===== src/sv/i2cms_pkg.sv =====
// ============================================================================
// i2cms_pkg
// Shared types and constants for the I2C master line sequencer.
// ============================================================================
package i2cms_pkg;

    typedef enum logic [1:0] {
        FN_START = 2'd0,
        FN_STOP  = 2'd1,
        FN_WRITE = 2'd2,
        FN_READ  = 2'd3
    } t_func;

    localparam logic [15:0] PHASE_CYCLES_RST = 16'd20;

    localparam logic [4:0] PH_LAST_SHORT  = 5'd2;
    localparam logic [4:0] PH_BIT_END     = 5'd15;
    localparam logic [4:0] PH_LAST_WR_OK  = 5'd18;
    localparam logic [4:0] PH_LAST_WR_ERR = 5'd21;
    localparam logic [4:0] PH_LAST_RD_ACK = 5'd19;
    localparam logic [4:0] PH_LAST_RD_NAK = 5'd18;

    typedef struct packed {
        logic [1:0] func;
        logic [7:0] write_byte;
        logic       give_ack;
        logic [7:0] line_data;
        logic       line_ack;
    } t_in_word;

    typedef struct packed {
        logic       scl_level;
        logic       sda_level;
        logic       last_phase;
        logic [7:0] read_value;
        logic       ack_error;
    } t_out_word;

    typedef struct packed {
        t_func      func;
        logic [7:0] data;
        logic       give_ack;
        logic       err;
        logic       first_scl;
    } t_cmd;

    typedef struct packed {
        logic valid;
        t_cmd cmd;
    } t_q_head;

endpackage


===== src/sv/i2cms_front.sv =====
// ============================================================================
// i2cms_front
// Accepts command words, decodes them and tracks the bus clock level.
// ============================================================================
module i2cms_front import i2cms_pkg::*; (
    input  logic     i_clk,
    input  logic     i_rst_n,
    input  logic     push,
    input  t_in_word i_in_word,
    input  logic     i_q_full,
    output logic     o_q_push,
    output t_cmd     o_q_cmd
);

    logic  r_clk_lvl;
    logic  n_clk_lvl;
    t_func w_func;

    assign w_func   = t_func'(i_in_word.func);
    assign o_q_push = push && !i_q_full;

    always_comb begin
        o_q_cmd.func      = w_func;
        o_q_cmd.give_ack  = i_in_word.give_ack;
        o_q_cmd.err       = i_in_word.line_ack;
        o_q_cmd.first_scl = r_clk_lvl;
        o_q_cmd.data      = (w_func == FN_READ) ? i_in_word.line_data
                                                : i_in_word.write_byte;
        n_clk_lvl         = (w_func == FN_STOP);
    end

    always_ff @(posedge i_clk) begin
        if (!i_rst_n) begin
            r_clk_lvl <= 1'b1;
        end else if (o_q_push) begin
            r_clk_lvl <= n_clk_lvl;
        end
    end

endmodule


===== src/sv/i2cms_cmdq.sv =====
// ============================================================================
// i2cms_cmdq
// Two-entry command queue between the decode front and the phase back end.
// ============================================================================
module i2cms_cmdq import i2cms_pkg::*; (
    input  logic    i_clk,
    input  logic    i_rst_n,
    input  logic    i_push,
    input  t_cmd    i_cmd,
    output logic    o_full,
    input  logic    i_pop,
    output t_q_head o_head
);

    t_cmd       r_mem [2];
    logic       r_wp;
    logic       r_rp;
    logic [1:0] r_cnt;

    assign o_full       = (r_cnt == 2'd2);
    assign o_head.valid = (r_cnt != 2'd0);
    assign o_head.cmd   = r_mem[r_rp];

    always_ff @(posedge i_clk) begin
        if (i_push) begin
            r_mem[r_wp] <= i_cmd;
        end
    end

    always_ff @(posedge i_clk) begin
        if (!i_rst_n) begin
            r_wp  <= 1'b0;
            r_rp  <= 1'b0;
            r_cnt <= 2'd0;
        end else begin
            if (i_push) begin
                r_wp <= !r_wp;
            end
            if (i_pop) begin
                r_rp <= !r_rp;
            end
            r_cnt <= r_cnt + 2'(i_push) - 2'(i_pop);
        end
    end

endmodule


===== src/sv/i2cms_back.sv =====
// ============================================================================
// i2cms_back
// Steps through the line phases of the head command into a one-word output
// register, one per phase time while that register is empty or being popped.
// ============================================================================
module i2cms_back import i2cms_pkg::*; (
    input  logic      i_clk,
    input  logic      i_rst_n,
    input  logic      i_cfg_we,
    input  logic [15:0] i_cfg_data,
    input  t_q_head   i_head,
    output logic      o_q_pop,
    output logic      empty,
    input  logic      pop,
    output t_out_word o_out_word
);

    logic [15:0] r_phase_cycles;
    logic [15:0] r_tmr;
    logic [4:0]  r_ph;
    logic        r_ovalid;
    t_out_word   r_out;
    t_out_word   w_word;
    logic [4:0]  w_last_ph;
    logic        w_bit;
    logic        w_go;
    t_cmd        w_cmd;

    assign w_cmd = i_head.cmd;
    assign w_bit = w_cmd.data[~r_ph[3:1]];

    always_comb begin
        w_word            = '0;
        w_last_ph         = PH_LAST_SHORT;
        unique case (w_cmd.func)
            FN_START: begin
                w_last_ph        = PH_LAST_SHORT;
                w_word.scl_level = (r_ph != 5'd2);
                w_word.sda_level = (r_ph == 5'd0);
            end
            FN_STOP: begin
                w_last_ph        = PH_LAST_SHORT;
                w_word.scl_level = (r_ph == 5'd0) ? w_cmd.first_scl : 1'b1;
                w_word.sda_level = (r_ph == 5'd2);
            end
            FN_WRITE: begin
                w_last_ph = w_cmd.err ? PH_LAST_WR_ERR : PH_LAST_WR_OK;
                priority if (r_ph <= PH_BIT_END) begin
                    w_word.scl_level = r_ph[0] ? 1'b1
                                     : ((r_ph == 5'd0) ? w_cmd.first_scl : 1'b0);
                    w_word.sda_level = w_bit;
                end else if (r_ph == 5'd16) begin
                    w_word.scl_level = 1'b0;
                    w_word.sda_level = 1'b1;
                end else if (r_ph == 5'd17) begin
                    w_word.scl_level = 1'b1;
                    w_word.sda_level = 1'b1;
                end else if (r_ph == w_last_ph) begin
                    w_word.scl_level = 1'b0;
                    w_word.sda_level = 1'b1;
                    w_word.ack_error = w_cmd.err;
                end else begin
                    w_word.scl_level = 1'b1;
                    w_word.sda_level = (r_ph == 5'd20);
                end
            end
            FN_READ: begin
                w_last_ph = w_cmd.give_ack ? PH_LAST_RD_ACK : PH_LAST_RD_NAK;
                priority if (r_ph <= PH_BIT_END) begin
                    w_word.scl_level = !r_ph[0];
                    w_word.sda_level = 1'b1;
                end else if (r_ph == w_last_ph) begin
                    w_word.scl_level  = 1'b0;
                    w_word.sda_level  = 1'b1;
                    w_word.read_value = w_cmd.data;
                end else begin
                    w_word.scl_level = (r_ph == 5'd17);
                    w_word.sda_level = !w_cmd.give_ack;
                end
            end
            default: begin
                w_word = '0;
            end
        endcase
        w_word.last_phase = (r_ph == w_last_ph);
    end

    assign w_go       = i_head.valid && (r_tmr == 16'd0) && (!r_ovalid || pop);
    assign o_q_pop    = w_go && w_word.last_phase;
    assign empty      = !r_ovalid;
    assign o_out_word = r_out;

    always_ff @(posedge i_clk) begin
        if (w_go) begin
            r_out <= w_word;
        end
    end

    always_ff @(posedge i_clk) begin
        if (!i_rst_n) begin
            r_phase_cycles <= PHASE_CYCLES_RST;
            r_tmr          <= 16'd0;
            r_ph           <= 5'd0;
            r_ovalid       <= 1'b0;
        end else begin
            if (i_cfg_we) begin
                r_phase_cycles <= i_cfg_data;
            end
            if (w_go) begin
                r_ovalid <= 1'b1;
                r_tmr    <= r_phase_cycles - 16'd1;
                r_ph     <= w_word.last_phase ? 5'd0 : r_ph + 5'd1;
            end else begin
                if (pop) begin
                    r_ovalid <= 1'b0;
                end
                if (r_tmr != 16'd0) begin
                    r_tmr <= r_tmr - 16'd1;
                end
            end
        end
    end

endmodule


===== src/sv/i2c_master_line_sequencer_core.sv =====
// ============================================================================
// i2c_master_line_sequencer_core
// I2C master line sequencer: expands start, stop, write and read commands
// into a run of SCL/SDA line-state words.
// ============================================================================
// Each command word expands into 3 to 22 line-state words (start and stop 3,
// write 19 or 22, read 19 or 20). The back end emits one line-state word per
// phase time, set by its phase timer, while its output register is empty or
// being popped. Commands enter a two-deep queue and are accepted in consecutive
// cycles while it has room.
module i2c_master_line_sequencer_core import i2cms_pkg::*; (
    input  logic        i_clk,
    input  logic        i_rst_n,
    input  logic        i_cfg_we,
    input  logic [15:0] i_cfg_data,
    input  logic        push,
    output logic        full,
    input  t_in_word    i_in_word,
    output logic        empty,
    input  logic        pop,
    output t_out_word   o_out_word
);

    logic    w_q_push;
    logic    w_q_pop;
    t_cmd    w_q_cmd;
    t_q_head w_head;

    i2cms_front u_front (
        .i_clk     (i_clk),
        .i_rst_n   (i_rst_n),
        .push      (push),
        .i_in_word (i_in_word),
        .i_q_full  (full),
        .o_q_push  (w_q_push),
        .o_q_cmd   (w_q_cmd)
    );

    i2cms_cmdq u_cmdq (
        .i_clk   (i_clk),
        .i_rst_n (i_rst_n),
        .i_push  (w_q_push),
        .i_cmd   (w_q_cmd),
        .o_full  (full),
        .i_pop   (w_q_pop),
        .o_head  (w_head)
    );

    i2cms_back u_back (
        .i_clk      (i_clk),
        .i_rst_n    (i_rst_n),
        .i_cfg_we   (i_cfg_we),
        .i_cfg_data (i_cfg_data),
        .i_head     (w_head),
        .o_q_pop    (w_q_pop),
        .empty      (empty),
        .pop        (pop),
        .o_out_word (o_out_word)
    );

`ifndef ASSERT_OFF
    a_err_on_last: assert property (@(posedge i_clk) disable iff (!i_rst_n)
        (!empty && o_out_word.ack_error) |-> o_out_word.last_phase)
        else $error("ack_error outside last phase");

    a_rd_on_last: assert property (@(posedge i_clk) disable iff (!i_rst_n)
        (!empty && (o_out_word.read_value != 8'd0)) |-> o_out_word.last_phase)
        else $error("read_value outside last phase");

    a_rst_empty: assert property (@(posedge i_clk)
        !i_rst_n |=> (empty && !full))
        else $error("queues not clear after reset");
`endif

endmodule


===== config.mk =====
export PLATFORM = sky130hd
export DESIGN_NAME = i2c_master_line_sequencer_core
export DESIGN_NICKNAME = d
export VERILOG_FILES = /design/src/sv/i2cms_pkg.sv /design/src/sv/i2cms_front.sv /design/src/sv/i2cms_cmdq.sv /design/src/sv/i2cms_back.sv /design/src/sv/i2c_master_line_sequencer_core.sv
export SDC_FILE = /design/constraint.sdc
export NUM_CORES = 1
export LEC_CHECK = 0
export BUFFER_PORTS_ARGS = -buffer_cell sky130_fd_sc_hd__buf_2
export CORE_MARGIN = 8
export CORE_UTILIZATION = 58
export CTS_CLUSTER_SIZE = 28
export DETAILED_ROUTE_END_ITERATION = 10
export PLACE_DENSITY = 0.85
export SETUP_SLACK_MARGIN = 0.05
export SYNTH_ARGS = -nofsm -noshare
export SYNTH_HDL_FRONTEND = slang
export SYNTH_SLANG_ARGS = --single-unit

===== constraint.sdc =====
create_clock -name i_clk -period 4.4 [get_ports i_clk]
set_clock_uncertainty 0.15 [all_clocks]
set_input_delay 0.22 -clock i_clk [delete_from_list [all_inputs] [get_ports i_clk]]
set_output_delay 0.22 -clock i_clk [all_outputs]
set_load 0.01 [all_outputs]

==> flow_metrics.tcl <==
set metrics [dict create \
    cp_slowest_stage_delay_ps 820 \
    die_h_um 102 \
    stdcell_count 583 \
    cts_buffers 9 \
    maxCapViolCount 0 \
    finalHoldViolCount 1 \
    yosys_warnings 0 \
    ys_seq_area_share_pct 46.6 \
    clkSinkCount 82 \
    slew_viol_final 0 \
    hold_path_class "input port to register" \
    gp_congestion 0.927 \
    slowest_stage "dfxtp_1" \
    syn_avg_cell_area_um2 10.6 \
    overflow 0 \
    leakage_nw 1.88 \
    ys.flop_type "dfxtp_1" \
    async_flop_share_pct 0 \
    clock_latency_ps 360 \
    setup-tns-final_ps 0 \
    synth-seq-cells 82 \
    ir_drop_mv 0.327 \
    drt-total-wl_mm 10.2 \
    dpl.cell_count 548 \
    cp.required_ps 4500 \
    first_iter_violations 241 \
    std_cell_rows 31 \
    drtPass1Iterations 5 \
    max-slew-margin-rel_pct 16.9 \
    period_share_pct 78.5 \
    p_total_w 0.00246 \
    io_buffers 54 \
    via_count 3570 \
    antenna_found_initial 0 \
    ios 55 \
    fmax_ghz 0.290 \
    synthesis.instances 411 \
    grt_max_degree 33 \
    clock_path_buffers 2 \
    cp_cell_sequence "mux2i_1 > nand2_1 > o32a_1 > and2_1 > nor3_1 > ha_1 > inv_1 > ha_1 > xnor2_1 > xnor2_1 > and2_1" \
    cts.hold.buffers_added 19 \
    die_x_um 102 \
    fin_crit_ps 3450 \
    path_clk_slew_ps 80 \
    grt_usage_pct 20.4 \
    rsz0062_at_grt "false" \
    synth.distinct_cells 65 \
    antenna_left 0 \
    h-tree-depth 3 \
    postCtsSetupBuffers 0 \
    power_density_mw_per_mm2 491 \
    critPathKind "register to register" \
    setup_viol 0 \
    cp_max_fo 15 \
    synth_fp_nets 460 \
    grt_pass1_vias 3466 \
    outcome "complete, but fails checks" \
    cts_root_buf "clkbuf_8" \
    synth_enable_flop_cells 38 \
    coreArea_mm2 0.00725 \
    utilization_pct 68.9 \
    synth_area_mm2 0.00434 \
    start_util_pct 59.8 \
    via_per_inst 6.12 \
    die_area_mm2 0.0105 \
    cp-end-kind "register" \
    dp_hpwl_mm 7.24 \
    tightest_slew_ps 1240 \
    final_nets 528 \
    antenna_cells 0 \
    avgRoutedWirePerCell_um 17.5 \
    final_layout_size_suffix_gt1_share_pct 21.5 \
    cts_resized 0 \
    tritoncts "done" \
    violations "hold timing" \
    drc 0 \
    startpoint_type "register" \
    holdWs_ps -1.26 \
    arrival_ps 3560 \
    syn_to_final_growth_pct 15.3 \
    grt_pass1_wl_mm 16.8 \
]
cells in the final DEF, fill, tap and decap left out, drive strengths merged, types with 6 or more instances in the layout:
cell type	count
xnor2	7
dlygate4sd3	19
nand4	6
dfxtp	44
o211ai	6
mux2	11
a21oi	13
nand3	9
buf	57
nor2	35
nor3	11
mux2i	32
a31oi	15
or3	8
nor4	14
o21ai	6
nand2	21
clkbuf	11
ha	8
o31ai	8
nor2b	20
edfxtp	38
a31o	6
inv	12
cell usage after synthesis (6+ instances only):
cell      count  area [µm²]
inv_1        12        45.0
nand2_1      20        75.1
ha_1          8         100
o211ai_1      6        45.0
a21oi_1      12        60.1
o31ai_1       7        52.6
nor3_1        8        40.0
nor2_1       34         128
clkbuf_1     11        41.3
mux2_2       11         124
xnor2_1       7        61.3
nor4_1       12        75.1
dfxtp_1      44         881
a31o_2        6        52.6
mux2i_1      32         320
or3_1         7        43.8
a31oi_1      15        93.8
nor2b_1      20         125
o21ai_0       6        30.0
nand3_1       9        45.0
edfxtp_1     38        1140
layout make-up:
type	instances	area (µm²)
Sequential cell	82	2020
Clock buffer	11	131
Fill cell	551	2250
Tap cell	99	124
Clock inverter	5	31.3
Inverter	12	45.0
Timing Repair Buffer	76	483
Multi-Input combinational cell	298	2160
state kept, by name, summed over array words and instances (netlist names), named ones only:
| signal | cells |
|---|---|
| u_back.o_out_word | 12 |
| u_back.r_ovalid | 1 |
| u_back.r_ph | 5 |
| u_back.r_phase_cycles | 16 |
| u_back.r_tmr | 16 |
| u_cmdq.r_cnt | 2 |
| u_cmdq.r_mem | 26 |
| u_cmdq.r_rp | 1 |
| u_cmdq.r_wp | 1 |
| u_front.r_clk_lvl | 1 |
path summary, 6_finish.rpt:
kind	slack [ps]	end	cells after the start	startpoint
min	-1	u_back.r_phase_cycles[7]	3	i_cfg_data[7]
min reg2reg	330	u_cmdq.r_mem[1][0]	0	u_front.r_clk_lvl
max reg2reg	950	u_cmdq.r_cnt[1]	11	register
max	950	u_cmdq.r_cnt[1]	11	register
routing by layer:
| metal | vias to the layer above | track usage, % | wire (µm) |
|---|---|---|---|
| met4 | 0 | 8.13 | 176 |
| met3 | 20 | 5.25 | 859 |
| met2 | 177 | 31.0 | 4610 |
| li1 | 1697 | - | - |
| met1 | 1676 | 27.1 | 4550 |
| met5 | - | 0 | 0 |
through the flow:
| step | setup WS (ps) | instance area (µm²) |
|---|---|---|
| 2_1_floorplan | 1340 | 4340 |
| 3_3_place_gp | 1100 | 4650 |
| 5_1_grt | 674 | 5000 |
| 4_1_cts | 929 | 5000 |
| 3_5_place_dp | 992 | 4650 |
| 6_report | 947 | 5000 |
cells by family after synthesis:
family | synth area share (%)
muxes | 10.8
xor gates and xnor gates | 2.02
buffers and inverters | 3.46
and+or+nand+nor | 20.9
adders and majority gates | 2.31
AOI/OAI and AO/OA | 13.9
DFF | 46.6
report_power, final:
part	internal (W)	switching (W)	leakage (nW)
sequential	0.000904	0.0000950	0.721
clock	0.000202	0.000272	0.0730
combinational	0.000375	0.000609	1.09
critical path, delay by kind of cell (launching register included):
family          cells  cell delay (ps)
mux                 1              630
buf+inv             1               60
xor+xnor            2              210
simple gates        4              810
fa+ha+maj           2              420
compound gates      1              250
flops               1              820
(Power assumes the default switching activity.)
